--- config.mk ---
export PLATFORM = sky130hd
export DESIGN_NAME = memory_traffic_address_generator_flat
export DESIGN_NICKNAME = d
export VERILOG_FILES = /design/src/rtl/core/mtag_pkg.sv /design/src/rtl/core/mtag_ifs.sv /design/src/rtl/core/mtag_div.sv /design/src/rtl/core/mtag_ctrl.sv /design/src/rtl/core/mtag_dp.sv /design/src/rtl/core/memory_traffic_address_generator.sv /design/src/flat_wrapper.sv
export SDC_FILE = /design/constraint.sdc
export NUM_CORES = 1
export LEC_CHECK = 0
export BUFFER_PORTS_ARGS = -buffer_cell sky130_fd_sc_hd__buf_4
export CORE_MARGIN = 8
export CORE_UTILIZATION = 53
export CTS_CLUSTER_SIZE = 14
export DETAILED_ROUTE_END_ITERATION = 12
export HOLD_SLACK_MARGIN = 0.05
export PLACE_DENSITY = 0.71
export RECOVER_POWER = 25
export REMOVE_ABC_BUFFERS = 1
export SYNTH_ARGS = -nofsm -noshare
export SYNTH_HDL_FRONTEND = slang
export SYNTH_SLANG_ARGS = --single-unit
--- constraint.sdc ---
create_clock -name clk -period 7.8 [get_ports clk]
set_input_delay 0.78 -clock clk [delete_from_list [all_inputs] [get_ports clk]]
set_output_delay 0.78 -clock clk [all_outputs]
set_load 0.01 [all_outputs]
--- src/rtl/core/mtag_pkg.sv ---
// Package for the memory traffic address generator.
// Holds widths, defaults, register indexes, shared structs and the xorshift step.
// No dependencies.
package mtag_pkg;

	localparam int ADDR_W     = 32;
	localparam int TOTAL_W    = 64;
	localparam int RNG_W      = 64;
	localparam int IDX_W      = 26;
	localparam int HOT_W      = 27;
	localparam int PAGES_W    = 21;
	localparam int SALT_W     = 23;
	localparam int CFG_IDX_W  = 2;
	localparam int CFG_DATA_W = 27;

	localparam int PAGE_BYTES_DEF = 4096;
	localparam int LINE_BYTES_DEF = 64;
	localparam int MAX_PAGES_DEF  = 1048576;

	localparam logic [RNG_W-1:0] SEED_BASE = 64'h0123_4567_89ab_cdef;
	localparam logic [HOT_W-1:0] LINE_IDX_LIMIT = 27'd67108864;

	localparam logic [HOT_W-1:0]   HOT_LINES_RST    = 27'd4194304;
	localparam logic [PAGES_W-1:0] RANDOM_PAGES_RST = 21'd65536;

	localparam logic [CFG_IDX_W-1:0] REG_WALK_MODE    = 2'd0;
	localparam logic [CFG_IDX_W-1:0] REG_HOT_LINES    = 2'd1;
	localparam logic [CFG_IDX_W-1:0] REG_RANDOM_PAGES = 2'd2;
	localparam logic [CFG_IDX_W-1:0] REG_SEED_SALT    = 2'd3;

	typedef struct packed {
		logic accept;
		logic seq_step;
		logic draw_first;
		logic draw_second;
		logic rand_finish;
		logic load;
	} ctrl_cmd_t;

	typedef struct packed {
		logic walk_mode;
		logic lines_zero;
		logic div_done;
		logic out_free;
	} dp_status_t;

	function automatic logic [RNG_W-1:0] xorshift64(input logic [RNG_W-1:0] x);
		logic [RNG_W-1:0] a;
		logic [RNG_W-1:0] b;
		a = x ^ (x << 13);
		b = a ^ (a >> 7);
		return b ^ (b << 17);
	endfunction

endpackage

--- src/rtl/core/mtag_ifs.sv ---
// Channel interfaces for the memory traffic address generator.
// Depends on mtag_pkg for payload widths.
interface mtag_cfg_if;
	logic                                valid;
	logic                                ready;
	logic [mtag_pkg::CFG_IDX_W-1:0]      index;
	logic [mtag_pkg::CFG_DATA_W-1:0]     data;
	modport source (output valid, output index, output data, input ready);
	modport sink (input valid, input index, input data, output ready);
endinterface

interface mtag_req_if;
	logic valid;
	logic ready;
	logic start_over;
	modport source (output valid, output start_over, input ready);
	modport sink (input valid, input start_over, output ready);
endinterface

interface mtag_rsp_if;
	logic                              valid;
	logic                              ready;
	logic [mtag_pkg::ADDR_W-1:0]       access_address;
	logic                              pass_last;
	logic [mtag_pkg::TOTAL_W-1:0]      access_total;
	modport source (output valid, output access_address, output pass_last,
		output access_total, input ready);
	modport sink (input valid, input access_address, input pass_last,
		input access_total, output ready);
endinterface

--- src/rtl/core/mtag_div.sv ---
// Restoring serial remainder unit, one quotient bit per cycle.
// Depends on mtag_pkg for the dividend width.
module mtag_div #(
	parameter int DIV_W = 21
) (
	input  logic                          clk,
	input  logic                          arst_n,
	input  logic                          start,
	input  logic [mtag_pkg::RNG_W-1:0]    dividend,
	input  logic [DIV_W-1:0]              divisor,
	output logic                          done,
	output logic [DIV_W-1:0]              remainder
);
	localparam int DvdW = mtag_pkg::RNG_W;
	localparam int CntW = $clog2(DvdW + 1);

	logic [DvdW-1:0]  dvd_q;
	logic [DIV_W-1:0] divisor_q;
	logic [DIV_W-1:0] rem_q;
	logic [CntW-1:0]  cnt_q;
	logic             done_q;
	logic [DIV_W:0]   trial;

	assign trial = {rem_q, dvd_q[DvdW-1]};

	always_ff @(posedge clk or negedge arst_n) begin
		if (!arst_n) begin
			cnt_q  <= '0;
			done_q <= 1'b0;
		end else begin
			done_q <= 1'b0;
			if (start) begin
				cnt_q <= CntW'(DvdW);
			end else if (cnt_q != '0) begin
				cnt_q <= cnt_q - 1'b1;
				if (cnt_q == CntW'(1)) begin
					done_q <= 1'b1;
				end
			end
		end
	end

	always_ff @(posedge clk) begin
		if (start) begin
			dvd_q     <= dividend;
			divisor_q <= divisor;
			rem_q     <= '0;
		end else if (cnt_q != '0) begin
			dvd_q <= dvd_q << 1;
			if (trial >= {1'b0, divisor_q}) begin
				rem_q <= DIV_W'(trial - {1'b0, divisor_q});
			end else begin
				rem_q <= trial[DIV_W-1:0];
			end
		end
	end

	assign done      = done_q;
	assign remainder = rem_q;
endmodule

--- src/rtl/core/mtag_ctrl.sv ---
// Controller state machine of the address generator.
// Depends on mtag_pkg for the command and status structs.
module mtag_ctrl (
	input  logic                   clk,
	input  logic                   arst_n,
	input  logic                   in_valid,
	output logic                   in_ready,
	input  mtag_pkg::dp_status_t   status,
	output mtag_pkg::ctrl_cmd_t    cmd
);
	localparam logic [2:0] ST_IDLE  = 3'd0;
	localparam logic [2:0] ST_PREP  = 3'd1;
	localparam logic [2:0] ST_DRAW2 = 3'd2;
	localparam logic [2:0] ST_DIV   = 3'd3;
	localparam logic [2:0] ST_LOAD  = 3'd4;

	logic [2:0] state_q;
	logic [2:0] state_d;

	always_comb begin
		state_d = state_q;
		cmd     = '0;
		in_ready = 1'b0;
		case (state_q)
			ST_IDLE: begin
				in_ready = 1'b1;
				if (in_valid) begin
					cmd.accept = 1'b1;
					state_d = ST_PREP;
				end
			end
			ST_PREP: begin
				if (status.walk_mode) begin
					cmd.draw_first = 1'b1;
					state_d = ST_DRAW2;
				end else if (status.lines_zero) begin
					state_d = ST_IDLE;
				end else begin
					cmd.seq_step = 1'b1;
					state_d = ST_LOAD;
				end
			end
			ST_DRAW2: begin
				cmd.draw_second = 1'b1;
				state_d = ST_DIV;
			end
			ST_DIV: begin
				if (status.div_done) begin
					cmd.rand_finish = 1'b1;
					state_d = ST_LOAD;
				end
			end
			ST_LOAD: begin
				if (status.out_free) begin
					cmd.load = 1'b1;
					state_d = ST_IDLE;
				end
			end
			default: begin
				state_d = ST_IDLE;
			end
		endcase
	end

	always_ff @(posedge clk or negedge arst_n) begin
		if (!arst_n) begin
			state_q <= ST_IDLE;
		end else begin
			state_q <= state_d;
		end
	end
endmodule

--- src/rtl/core/mtag_dp.sv ---
// Datapath of the address generator: configuration registers, generator state,
// remainder units and the output register. Depends on mtag_pkg and mtag_div.
module mtag_dp #(
	parameter int PAGE_BYTES = mtag_pkg::PAGE_BYTES_DEF,
	parameter int LINE_BYTES = mtag_pkg::LINE_BYTES_DEF,
	parameter int MAX_PAGES  = mtag_pkg::MAX_PAGES_DEF
) (
	input  logic                              clk,
	input  logic                              arst_n,
	input  logic                              cfg_write,
	input  logic [mtag_pkg::CFG_IDX_W-1:0]    cfg_index,
	input  logic [mtag_pkg::CFG_DATA_W-1:0]   cfg_data,
	input  logic                              start_over,
	input  mtag_pkg::ctrl_cmd_t               cmd,
	output mtag_pkg::dp_status_t              status,
	input  logic                              out_ready,
	output logic                              out_valid,
	output logic [mtag_pkg::ADDR_W-1:0]       access_address,
	output logic                              pass_last,
	output logic [mtag_pkg::TOTAL_W-1:0]      access_total
);
	localparam int PerPageRaw = PAGE_BYTES / LINE_BYTES;
	localparam int PerPage    = (PerPageRaw == 0) ? 1 : PerPageRaw;
	localparam int LineDivW   = $clog2(PerPage + 1);
	localparam bit PerPagePow2 = (PerPage & (PerPage - 1)) == 0;

	localparam int AddrW  = mtag_pkg::ADDR_W;
	localparam int HotW   = mtag_pkg::HOT_W;
	localparam int IdxW   = mtag_pkg::IDX_W;
	localparam int PagesW = mtag_pkg::PAGES_W;
	localparam int RngW   = mtag_pkg::RNG_W;

	logic                        walk_mode_q;
	logic [HotW-1:0]             hot_lines_q;
	logic [PagesW-1:0]           random_pages_q;
	logic [mtag_pkg::SALT_W-1:0] seed_salt_q;

	logic [RngW-1:0]                rng_q;
	logic [IdxW-1:0]                idx_q;
	logic [mtag_pkg::TOTAL_W-1:0]   cnt_q;
	logic [RngW-1:0]                draw_a_q;
	logic [AddrW-1:0]               res_addr_q;
	logic                           res_last_q;

	logic                           out_valid_q;
	logic [AddrW-1:0]               out_addr_q;
	logic                           out_last_q;
	logic [mtag_pkg::TOTAL_W-1:0]   out_total_q;

	logic [HotW-1:0]     lines_c;
	logic [IdxW-1:0]     cur_idx;
	logic                seq_last;
	logic [PagesW-1:0]   pages_c;
	logic [RngW-1:0]     draw_next;
	logic [PagesW-1:0]   page_rem;
	logic [LineDivW-1:0] line_rem;
	logic                page_done;
	logic                line_done;
	logic [AddrW-1:0]    rand_addr;

	always_comb begin
		lines_c = (hot_lines_q > mtag_pkg::LINE_IDX_LIMIT) ? mtag_pkg::LINE_IDX_LIMIT
			: hot_lines_q;
		cur_idx = ({1'b0, idx_q} >= lines_c) ? '0 : idx_q;
		seq_last = (HotW'(cur_idx) + HotW'(1)) >= lines_c;
		if (32'(random_pages_q) > 32'(MAX_PAGES)) begin
			pages_c = PagesW'(MAX_PAGES);
		end else begin
			pages_c = random_pages_q;
		end
		if (pages_c == '0) begin
			pages_c = PagesW'(1);
		end
		draw_next = mtag_pkg::xorshift64(rng_q);
		rand_addr = AddrW'(32'(page_rem) * 32'(PAGE_BYTES))
			+ AddrW'(32'(line_rem) * 32'(LINE_BYTES));
	end

	mtag_div #(.DIV_W(PagesW)) u_page_div (
		.clk       (clk),
		.arst_n    (arst_n),
		.start     (cmd.draw_second),
		.dividend  (draw_a_q),
		.divisor   (pages_c),
		.done      (page_done),
		.remainder (page_rem)
	);

	// With a power-of-two line count the line within the page is a mask of the second draw.
	if (PerPagePow2) begin : g_line_mask
		logic [LineDivW-1:0] line_rem_q;

		always_ff @(posedge clk) begin
			if (cmd.draw_second) begin
				line_rem_q <= LineDivW'(draw_next & RngW'(PerPage - 1));
			end
		end

		assign line_rem  = line_rem_q;
		assign line_done = 1'b1;
	end else begin : g_line_div
		mtag_div #(.DIV_W(LineDivW)) u_line_div (
			.clk       (clk),
			.arst_n    (arst_n),
			.start     (cmd.draw_second),
			.dividend  (draw_next),
			.divisor   (LineDivW'(PerPage)),
			.done      (line_done),
			.remainder (line_rem)
		);
	end

	always_ff @(posedge clk or negedge arst_n) begin
		if (!arst_n) begin
			walk_mode_q    <= 1'b0;
			hot_lines_q    <= mtag_pkg::HOT_LINES_RST;
			random_pages_q <= mtag_pkg::RANDOM_PAGES_RST;
			seed_salt_q    <= '0;
		end else if (cfg_write) begin
			case (cfg_index)
				mtag_pkg::REG_WALK_MODE:    walk_mode_q    <= cfg_data[0];
				mtag_pkg::REG_HOT_LINES:    hot_lines_q    <= cfg_data[HotW-1:0];
				mtag_pkg::REG_RANDOM_PAGES: random_pages_q <= cfg_data[PagesW-1:0];
				mtag_pkg::REG_SEED_SALT:    seed_salt_q    <= cfg_data[mtag_pkg::SALT_W-1:0];
				default: begin
				end
			endcase
		end
	end

	always_ff @(posedge clk or negedge arst_n) begin
		if (!arst_n) begin
			rng_q       <= mtag_pkg::SEED_BASE;
			idx_q       <= '0;
			cnt_q       <= '0;
			out_valid_q <= 1'b0;
		end else begin
			if (cmd.accept && start_over) begin
				rng_q <= mtag_pkg::SEED_BASE ^ RngW'(seed_salt_q);
				idx_q <= '0;
				cnt_q <= '0;
			end
			if (cmd.seq_step) begin
				idx_q <= seq_last ? '0 : cur_idx + 1'b1;
				cnt_q <= cnt_q + 1'b1;
			end
			if (cmd.draw_first || cmd.draw_second) begin
				rng_q <= draw_next;
			end
			if (cmd.rand_finish) begin
				cnt_q <= cnt_q + 1'b1;
			end
			if (cmd.load) begin
				out_valid_q <= 1'b1;
			end else if (out_ready) begin
				out_valid_q <= 1'b0;
			end
		end
	end

	always_ff @(posedge clk) begin
		if (cmd.draw_first) begin
			draw_a_q <= draw_next;
		end
		if (cmd.seq_step) begin
			res_addr_q <= AddrW'(32'(cur_idx) * 32'(LINE_BYTES));
			res_last_q <= seq_last;
		end
		if (cmd.rand_finish) begin
			res_addr_q <= rand_addr;
			res_last_q <= 1'b0;
		end
		if (cmd.load) begin
			out_addr_q  <= res_addr_q;
			out_last_q  <= res_last_q;
			out_total_q <= cnt_q;
		end
	end

	assign status.walk_mode  = walk_mode_q;
	assign status.lines_zero = (hot_lines_q == '0);
	assign status.div_done   = page_done && line_done;
	assign status.out_free   = !out_valid_q || out_ready;

	assign out_valid      = out_valid_q;
	assign access_address = out_addr_q;
	assign pass_last      = out_last_q;
	assign access_total   = out_total_q;
endmodule

--- src/rtl/core/memory_traffic_address_generator.sv ---
// Top level of the memory traffic address generator.
// Depends on mtag_pkg, the channel interfaces, mtag_ctrl and mtag_dp.
//
//   Channel | Direction | Payload                                   | Handshake
//   cfg     | in        | index, data                               | valid/ready
//   req     | in        | start_over                                | valid/ready
//   rsp     | out       | access_address, pass_last, access_total   | valid/ready
//
// Sequential mode: after acceptance the controller steps through PREP, which registers the
// result, and LOAD, which moves it into the output register; an empty hot region goes from
// PREP back to idle with no result. Random mode: PREP and DRAW2 make the two xorshift draws,
// DIV waits for the 64-step serial page remainder and LOAD fills the output register.
// One request is in flight at a time; a new one is taken while a result waits in rsp
// and stalls before its output load until rsp is free. Reset is asynchronous, active low.
module memory_traffic_address_generator #(
	parameter int PAGE_BYTES = mtag_pkg::PAGE_BYTES_DEF,
	parameter int LINE_BYTES = mtag_pkg::LINE_BYTES_DEF,
	parameter int MAX_PAGES  = mtag_pkg::MAX_PAGES_DEF
) (
	input logic        clk,
	input logic        arst_n,
	mtag_cfg_if.sink   cfg,
	mtag_req_if.sink   req,
	mtag_rsp_if.source rsp
);
	mtag_pkg::ctrl_cmd_t  cmd;
	mtag_pkg::dp_status_t status;
	logic                 in_ready;

	assign cfg.ready = 1'b1;
	assign req.ready = in_ready;

	mtag_ctrl u_ctrl (
		.clk      (clk),
		.arst_n   (arst_n),
		.in_valid (req.valid),
		.in_ready (in_ready),
		.status   (status),
		.cmd      (cmd)
	);

	mtag_dp #(
		.PAGE_BYTES (PAGE_BYTES),
		.LINE_BYTES (LINE_BYTES),
		.MAX_PAGES  (MAX_PAGES)
	) u_dp (
		.clk            (clk),
		.arst_n         (arst_n),
		.cfg_write      (cfg.valid),
		.cfg_index      (cfg.index),
		.cfg_data       (cfg.data),
		.start_over     (req.start_over),
		.cmd            (cmd),
		.status         (status),
		.out_ready      (rsp.ready),
		.out_valid      (rsp.valid),
		.access_address (rsp.access_address),
		.pass_last      (rsp.pass_last),
		.access_total   (rsp.access_total)
	);
endmodule

--- src/flat_wrapper.sv ---
// flat-port wrapper written by rule: the top's interface ports become plain ports
module memory_traffic_address_generator_flat 
#(
	parameter int PAGE_BYTES = mtag_pkg::PAGE_BYTES_DEF,
	parameter int LINE_BYTES = mtag_pkg::LINE_BYTES_DEF,
	parameter int MAX_PAGES  = mtag_pkg::MAX_PAGES_DEF
)
  (clk, arst_n, cfg_valid, cfg_index, cfg_data, cfg_ready, req_valid, req_start_over, req_ready, rsp_valid, rsp_access_address, rsp_pass_last, rsp_access_total, rsp_ready);
  mtag_cfg_if cfg_i ();
  mtag_req_if req_i ();
  mtag_rsp_if rsp_i ();
  input logic clk;
  input logic arst_n;
  input wire logic [$bits(cfg_i.valid)-1:0] cfg_valid;
  input wire logic [$bits(cfg_i.index)-1:0] cfg_index;
  input wire logic [$bits(cfg_i.data)-1:0] cfg_data;
  output wire logic [$bits(cfg_i.ready)-1:0] cfg_ready;
  input wire logic [$bits(req_i.valid)-1:0] req_valid;
  input wire logic [$bits(req_i.start_over)-1:0] req_start_over;
  output wire logic [$bits(req_i.ready)-1:0] req_ready;
  output wire logic [$bits(rsp_i.valid)-1:0] rsp_valid;
  output wire logic [$bits(rsp_i.access_address)-1:0] rsp_access_address;
  output wire logic [$bits(rsp_i.pass_last)-1:0] rsp_pass_last;
  output wire logic [$bits(rsp_i.access_total)-1:0] rsp_access_total;
  input wire logic [$bits(rsp_i.ready)-1:0] rsp_ready;
  assign cfg_i.valid = cfg_valid;
  assign cfg_i.index = cfg_index;
  assign cfg_i.data = cfg_data;
  assign cfg_ready = cfg_i.ready;
  assign req_i.valid = req_valid;
  assign req_i.start_over = req_start_over;
  assign req_ready = req_i.ready;
  assign rsp_valid = rsp_i.valid;
  assign rsp_access_address = rsp_i.access_address;
  assign rsp_pass_last = rsp_i.pass_last;
  assign rsp_access_total = rsp_i.access_total;
  assign rsp_i.ready = rsp_ready;
  memory_traffic_address_generator #(.PAGE_BYTES(PAGE_BYTES), .LINE_BYTES(LINE_BYTES), .MAX_PAGES(MAX_PAGES)) u_core (.clk(clk), .arst_n(arst_n), .cfg(cfg_i), .req(req_i), .rsp(rsp_i));
endmodule
=== Word level (Yosys, flattened, before mapping) ===
Cells that the tools add are included.

* Flip-flop bits (word level): 544
* Input port bits: 35

* Add/sub/neg operators: 6
* Order comparisons: 5
* Eq/ne operators: 11
* Muxes and demuxes: 41
* Bitwise gates (word level): 4
* Reduce and logical (&&, ||, !) cells: 20

{| class="wikitable"
|+ Operator list
! kind !! number
|-
| 64-bit 2-to-1 mux || 7
|-
| 64-bit bitwise XOR || 2
|-
| 26-bit 2-to-1 mux || 4
|-
| 64-bit by 1-bit adder with 64-bit output, second input constant || 1
|-
| 32-bit 2-to-1 mux || 2
|-
| 64-bit by 57-bit bitwise XOR with 64-bit output || 1
|-
| 21-bit 2-to-1 mux || 2
|-
| 32-bit by 12-bit adder with 32-bit output || 1
|-
| 16-bit inverter with 32-bit output || 1
|-
| 26-bit by 1-bit adder with 27-bit output, second input constant || 1
|-
| 26-bit by 27-bit >= comparator with 1-bit output || 1
|-
| 27-bit >= comparator || 1
|-
| 27-bit > comparator, second input constant || 1
|-
| 27-bit logical NOT || 1
|-
| 27-bit 2-to-1 mux || 1
|-
| 26-bit by 1-bit adder with 26-bit output, second input constant || 1
|-
| 22-bit by 21-bit >= comparator with 1-bit output || 1
|-
| 21-bit > comparator, second input constant || 1
|-
| 21-bit logical NOT || 1
|-
| 21-bit subtractor || 1
|-
| 1-bit 2-to-1 mux || 16
|-
| 3-bit 2-to-1 mux || 5
|-
| 3-bit case mux with 5 select lines || 1
|-
| 7-bit 2-to-1 mux || 2
|-
| 20 further kinds || 31
|}

=== Logic depth before layout (Yosys ltp) ===
* Word-level depth: 8
* Depth in mapped cells: 35
* Gate-level depth less buffers: 30

=== By module ===
A second synthesis with hierarchy kept.

* Cell total of the unflattened synthesis: 2144
* Area total of the unflattened synthesis: 25519.5 sq um

{| class="wikitable"
|+ Modules (own cells, without submodules)
! module !! times used !! cells each !! area each (sq um) !! seq. area each (sq um)
|-
| mtag_dp || 1 || 1635 || 19437.4 || 11358.4
|-
| mtag_div || 1 || 483 || 5845.6 || 3173.0
|-
| mtag_ctrl || 1 || 24 || 225.2 || 75.1
|-
| memory_traffic_address_generator || 1 || 2 || 11.3 || 0.0
|}

=== Worst setup path after synthesis ===
Ideal clock, no wire load.

* Kind: flip-flop to flip-flop
* Start: register u_core.u_dp.hot_lines_q[7]
* End: register u_core.u_dp.idx_q[12]
* Setup time: 104 ps
* Arrival: 6278 ps
* Required time: 7696 ps
* Path slack: 1419 ps
* Stages on the path, launching flop included: 36
* Buffers on the path: 6
* Clock period less this slack: 6381 ps
* Cells stage by stage: dfrtp_1 -> nor4_1 -> nand4_1 -> o21ai_0 -> clkbuf_1 -> and2_1 -> ha_1 -> nand2b_4 -> a211o_1 -> a211oi_2 -> nor3_1 -> a311o_1 -> buf_2 -> buf_2 -> buf_2 -> nor2_1 -> ha_1 -> and3_1 -> nand3_2 -> nor2_1 -> and2_1 -> buf_2 -> nand2_1 -> xnor2_1 -> nor2_1 -> ha_1 -> a21o_1 -> a21oi_1 -> o21ai_0 -> a2111oi_0 -> o21a_1 -> nand3_2 -> buf_6 -> o21ai_1 -> nand2_1 -> o41ai_2

* Cells in the longest elaborated chain, start to end: 8
* Elaborated cells between the ends (all ways): 14
* Classes of those cells: add/sub: 2; order compare: 3; mux: 7; reduce/logical: 2

{| class="wikitable"
|+ RTL lines
! what !! line !! RTL
|-
| start, declared || mtag_dp.sv:34 || <nowiki>logic [HotW-1:0] hot_lines_q;</nowiki>
|-
| start signal, assigned || mtag_dp.sv:116 || <nowiki>hot_lines_q <= mtag_pkg::HOT_LINES_RST;</nowiki>
|-
| start signal, assigned || mtag_dp.sv:122 || <nowiki>mtag_pkg::REG_HOT_LINES: hot_lines_q <= cfg_data[HotW-1:0];</nowiki>
|-
| 27-bit > comparator || mtag_dp.sv:62 || <nowiki>lines_c = (hot_lines_q > mtag_pkg::LINE_IDX_LIMIT) ? mtag_pkg::LINE_IDX_LIMIT</nowiki>
|-
| 27-bit 2-to-1 mux || mtag_dp.sv:62 ||
|-
| 26-bit by 27-bit >= comparator with 1-bit output || mtag_dp.sv:64 || <nowiki>cur_idx = ({1'b0, idx_q} >= lines_c) ? '0 : idx_q;</nowiki>
|-
| 26-bit 2-to-1 mux || mtag_dp.sv:64 ||
|-
| 26-bit by 1-bit adder with 27-bit output || mtag_dp.sv:65 || <nowiki>seq_last = (HotW'(cur_idx) + HotW'(1)) >= lines_c;</nowiki>
|-
| 27-bit >= comparator || mtag_dp.sv:65 ||
|-
| 26-bit 2-to-1 mux || mtag_dp.sv:144 || <nowiki>idx_q <= seq_last ? '0 : cur_idx + 1'b1;</nowiki>
|-
| 26-bit 2-to-1 mux || mtag_dp.sv:143 || <nowiki>if (cmd.seq_step) begin</nowiki>
|-
| end signal, assigned || mtag_dp.sv:144 ||
|-
| end, declared || mtag_dp.sv:39 || <nowiki>logic [IdxW-1:0] idx_q;</nowiki>
|}

Several ways; a longest one is shown, not always the timed one.
A chain may end at the register's enable or synchronous reset.

=== Worst setup path after layout ===
* Start: register u_core.u_dp.hot_lines_q[2]
* End: register u_core.u_dp.idx_q[10]

The elaborated chain is that of the path after synthesis.

==> impl_metrics.py <==
metrics = {
    "clock_network": {
        "insertion_delay_ps": 600,
        "numCtsBuffers": 52,
        "clockBufferDepth": 3,
        "cts_resized": 0,
        "cts_root_buffer": "clkbuf_16",
        "cts.sinks": 532,
        "htree_levels": 2,
        "post_cts.repair.setup_buffers": 0,
        "hold_buffers": 0,
        "cts_tree": "yes",
        "clk_pin_slew_ps": 60,
    },
    "global_route": {
        "grt_overflow": 0,
        "first_global_vias": 16491,
        "grt_usage_pct": 21.9,
        "grt_max_degree": 105,
        "antenna_found_initial": 0,
        "grt_pass1_wl_um": 94200,
    },
    "hold_path": {
        "holdPathStages": 2,
        "hold_path_startpoint": "cfg_data[26]",
        "hold_class": "in2reg",
        "hold_path_end": "u_core.u_dp.hot_lines_q[26]",
    },
    "routing": {
        "antenna_left": 0,
        "drc": 0,
        "vias_per_cell": 5.79,
        "first_pass_iters": 5,
        "drtIter0Drc": 1565,
        "wl_per_cell_um": 20.3,
        "wl_um": 59800,
        "vias": 17046,
    },
    "sta": {
        "tns_ps": 0,
        "hold_violations": 0,
        "relSlewSlack_pct": -290,
        "clock_skew_ps": 22.3,
        "fin_crit_ps": 6920,
        "fmax_ghz": 0.145,
        "finalCritPeriodShare_pct": 88.7,
        "drv_slew": 140,
        "rsz0062_at_grt": "false",
        "tightest_slew_ps": 5850,
        "setup_viol": 0,
    },
    "synth": {
        "synth_ff_type": "edfxtp_1",
        "muxShareOfSynthArea_pct": 4.14,
        "yosysTopAreaCell": "edfxtp_1",
        "syn_area_per_cell_um2": 11.6,
        "synth_warnings": 0,
        "synth_top_family_by_area": "simple AND/OR/NAND/NOR gates",
        "synth_compound_area_share_pct": 10.5,
        "synth_cells": 2177,
        "syn_area_um2": 25200,
        "synth-edff-count": 272,
        "synth.distinct_cells": 93,
        "async_reset_ff_share_pct": 44.7,
        "synth_top_area_share_pct": 32.5,
        "yosys.area_share.simple_pct": 13.3,
        "synth_fa_ha_area_share_pct": 3.96,
        "synthXorXnorAreaFrac_pct": 7.34,
        "synthTopCellsByArea": "edfxtp_1 32%, dfrtp_1 20%, nand2_1 5.4%",
        "yosysSeqAreaShare_pct": 58.0,
        "yosys_register_bits": 532,
    },
    "status": {
        "violations": "capacitance limit, slew limit",
        "status": "finished with violations",
    },
    "power": {
        "p_switching_uw": 4970,
        "p_leak_uw": 0.0117,
        "power.density_nw_per_um2": 458,
        "power_frac_comb_pct": 41.5,
        "clockPowerShare_pct": 19.2,
        "sw_frac_of_total_pct": 38.4,
        "internal_power_uw": 7990,
        "p_seq_share_pct": 39.2,
        "ir_worst_vdd_mv": 0.349,
    },
    "layout": {
        "final_area_um2": 28300,
        "num_antenna_cells": 0,
        "fin_nets": 2403,
        "syn2layout_area_growth_pct": 12.5,
        "drive_gt1_share_pct": 16.5,
    },
    "setup_path": {
        "crit_fanout": 17,
        "endpoint_kind": "flop",
        "critPathArrivalTime_ps": 7420,
        "rr_endpoint": "u_core.u_dp.idx_q[10]",
        "cp_common_cell": "ha_1",
        "r2r_setup_slack_ps": 880,
        "critPathSlowestCell": "a2111oi_0",
        "startpoint_type": "flop",
        "reg2reg_from": "u_core.u_dp.hot_lines_q[2]",
        "cpPeakStageDelay_ps": 420,
        "critical_path_class": "reg2reg",
        "reg2regPathDepth": 32,
        "crit_required_ps": 8310,
    },
    "floorplanning": {
        "fp.dieW_um": 234,
        "die_area_um2": 54700,
        "io_pins": 135,
        "rows": 80,
        "start_util_pct": 53.2,
        "die_h_um": 234,
        "core_area_um2": 47300,
    },
    "placed_design": {
        "place_congestion": 0.885,
        "dpl_cell_area_um2": 26600,
        "port_buffers": 127,
        "dp_hpwl_um": 42600,
    },
    "run": {
        "maxCapViolations": 2,
    },
}
-- sequential cells by signal, indices dropped and copies added, names as in the netlist --
signal                              count
u_core.u_ctrl.state_q                   3
u_core.u_dp.access_address             26
u_core.u_dp.access_total               64
u_core.u_dp.cnt_q                      64
u_core.u_dp.draw_a_q                   64
u_core.u_dp.g_line_mask.line_rem_q      6
u_core.u_dp.hot_lines_q                27
u_core.u_dp.idx_q                      26
u_core.u_dp.out_valid                   1
u_core.u_dp.pass_last                   1
u_core.u_dp.random_pages_q             21
u_core.u_dp.res_addr_q                 26
u_core.u_dp.res_last_q                  1
u_core.u_dp.rng_q                      64
u_core.u_dp.seed_salt_q                23
u_core.u_dp.u_page_div.cnt_q            7
u_core.u_dp.u_page_div.divisor_q       21
u_core.u_dp.u_page_div.done             1
u_core.u_dp.u_page_div.dvd_q           64
u_core.u_dp.u_page_div.remainder       21
u_core.u_dp.walk_mode_q                 1
-- worst max path at each step --
stage                                 from                    end  slack (ps)  depth (start not counted)
2_1_floorplan   u_core.u_dp.hot_lines_q[7]  u_core.u_dp.idx_q[15]         480                         28
6_report        u_core.u_dp.hot_lines_q[2]  u_core.u_dp.idx_q[10]         880                         32
5_1_grt         u_core.u_dp.hot_lines_q[2]  u_core.u_dp.idx_q[10]         390                         32
3_5_place_dp    u_core.u_dp.hot_lines_q[2]  u_core.u_dp.idx_q[10]         980                         32
3_3_place_gp   u_core.u_dp.hot_lines_q[18]  u_core.u_dp.idx_q[10]        1100                         32
4_1_cts         u_core.u_dp.hot_lines_q[2]  u_core.u_dp.idx_q[10]         940                         32
-- power by group through the flow --
stage	Sequential, uW	Combinational (uW)	Clock (uW)
detailed placement	5130	5340	0
CTS	5080	5370	2550
floorplan	4920	3920	0
global route	5180	5930	2650
finish	5090	5380	2500
global placement	5090	5210	0
-- placed cells by master (no fill, tap or decap), drive strengths merged, types with 4 or more instances in the layout --
cell type / count
inv: 59
mux2i: 23
nand4: 30
nor2: 110
clkinvlp: 4
dfstp: 34
nor2b: 25
nand2: 363
nor3: 10
dfrtp: 204
a22o: 40
and2: 19
edfxtp: 272
and4: 8
a21o: 20
nor4: 14
xnor2: 154
nand2b: 10
a32o: 6
or2: 5
buf: 145
o21ai: 139
o31ai: 21
xor2: 57
conb: 7
o211ai: 17
clkbuf: 76
mux2: 72
nand3: 68
clkinv: 16
a21oi: 84
dfxtp: 22
and3: 37
o22a: 16
a211oi: 8
o21a: 5
ha: 78
a31oi: 9
-- kinds of logic (layout without fill, tap and decap cells) --
kind of cell | Yosys count | count (layout)
other | 2 | 7
xor gates and xnor gates | 211 | 211
and+or+nand+nor | 710 | 710
muxes | 95 | 95
adders and majority gates | 79 | 79
DFF | 532 | 532
AOI/OAI and AO/OA | 395 | 395
buffers and inverters | 153 | 302
-- per-stage QoR --
step / util [%] / std cells / power (uW) / hold slack [ps] / setup WS (ps)
finish: 59.8 / 2946 / 13000 / 409 / 883
global route: 59.8 / 2946 / 13800 / 391 / 393
CTS: 59.9 / 2946 / 13000 / 237 / 936
detailed placement: 56.3 / 2850 / 10500 / 405 / 975
global placement: 56.3 / 2850 / 10300 / 401 / 1100
floorplan: - / 2086 / 8840 / 400 / 477
-- worst max-delay path: cells and delay by family, from the launching register on --
kind,cells,cell delay [ps]
simple gates,14,2840
compound gates,11,2160
fa+ha+maj,3,790
buf+inv,3,480
flops,1,400
xor+xnor,1,170
-- per-layer routing --
metal | vias up | global-route usage, % | routed length, um
li1 | 7962 | - | -
met1 | 8444 | 32.7 | 27900
met2 | 573 | 33.0 | 26300
met3 | 67 | 4.50 | 4410
met4 | 0 | 4.70 | 1100
met5 | - | 0 | 0
-- Yosys cell counts, types with 16 or more instances --
cell and count:
clkbuf_1 60, mux2i_1 23, edfxtp_1 272, mux2_2 72, o31ai_1 18, nor2_1 105, dfstp_2 34, a22o_1 40
and2_1 16, dfxtp_1 22, nand3_1 59, o22a_1 16, inv_1 54, a21oi_1 83, dfrtp_1 204, nand4_1 28
xor2_1 57, a21o_1 20, xnor2_1 154, nor2b_1 25, nand2_1 361, o21ai_0 126, and3_1 35, buf_2 16
ha_1 78
-- final cells by class --
cell class	count	area [um^2]
timing repair buffer	149	1100
clock inverter	24	198
tap	615	769
fill	3816	19000
sequential	532	14600
multi-input combinational	1497	9910
clock buffer	72	1510
inverter	57	219
(Power assumes the default switching activity.)
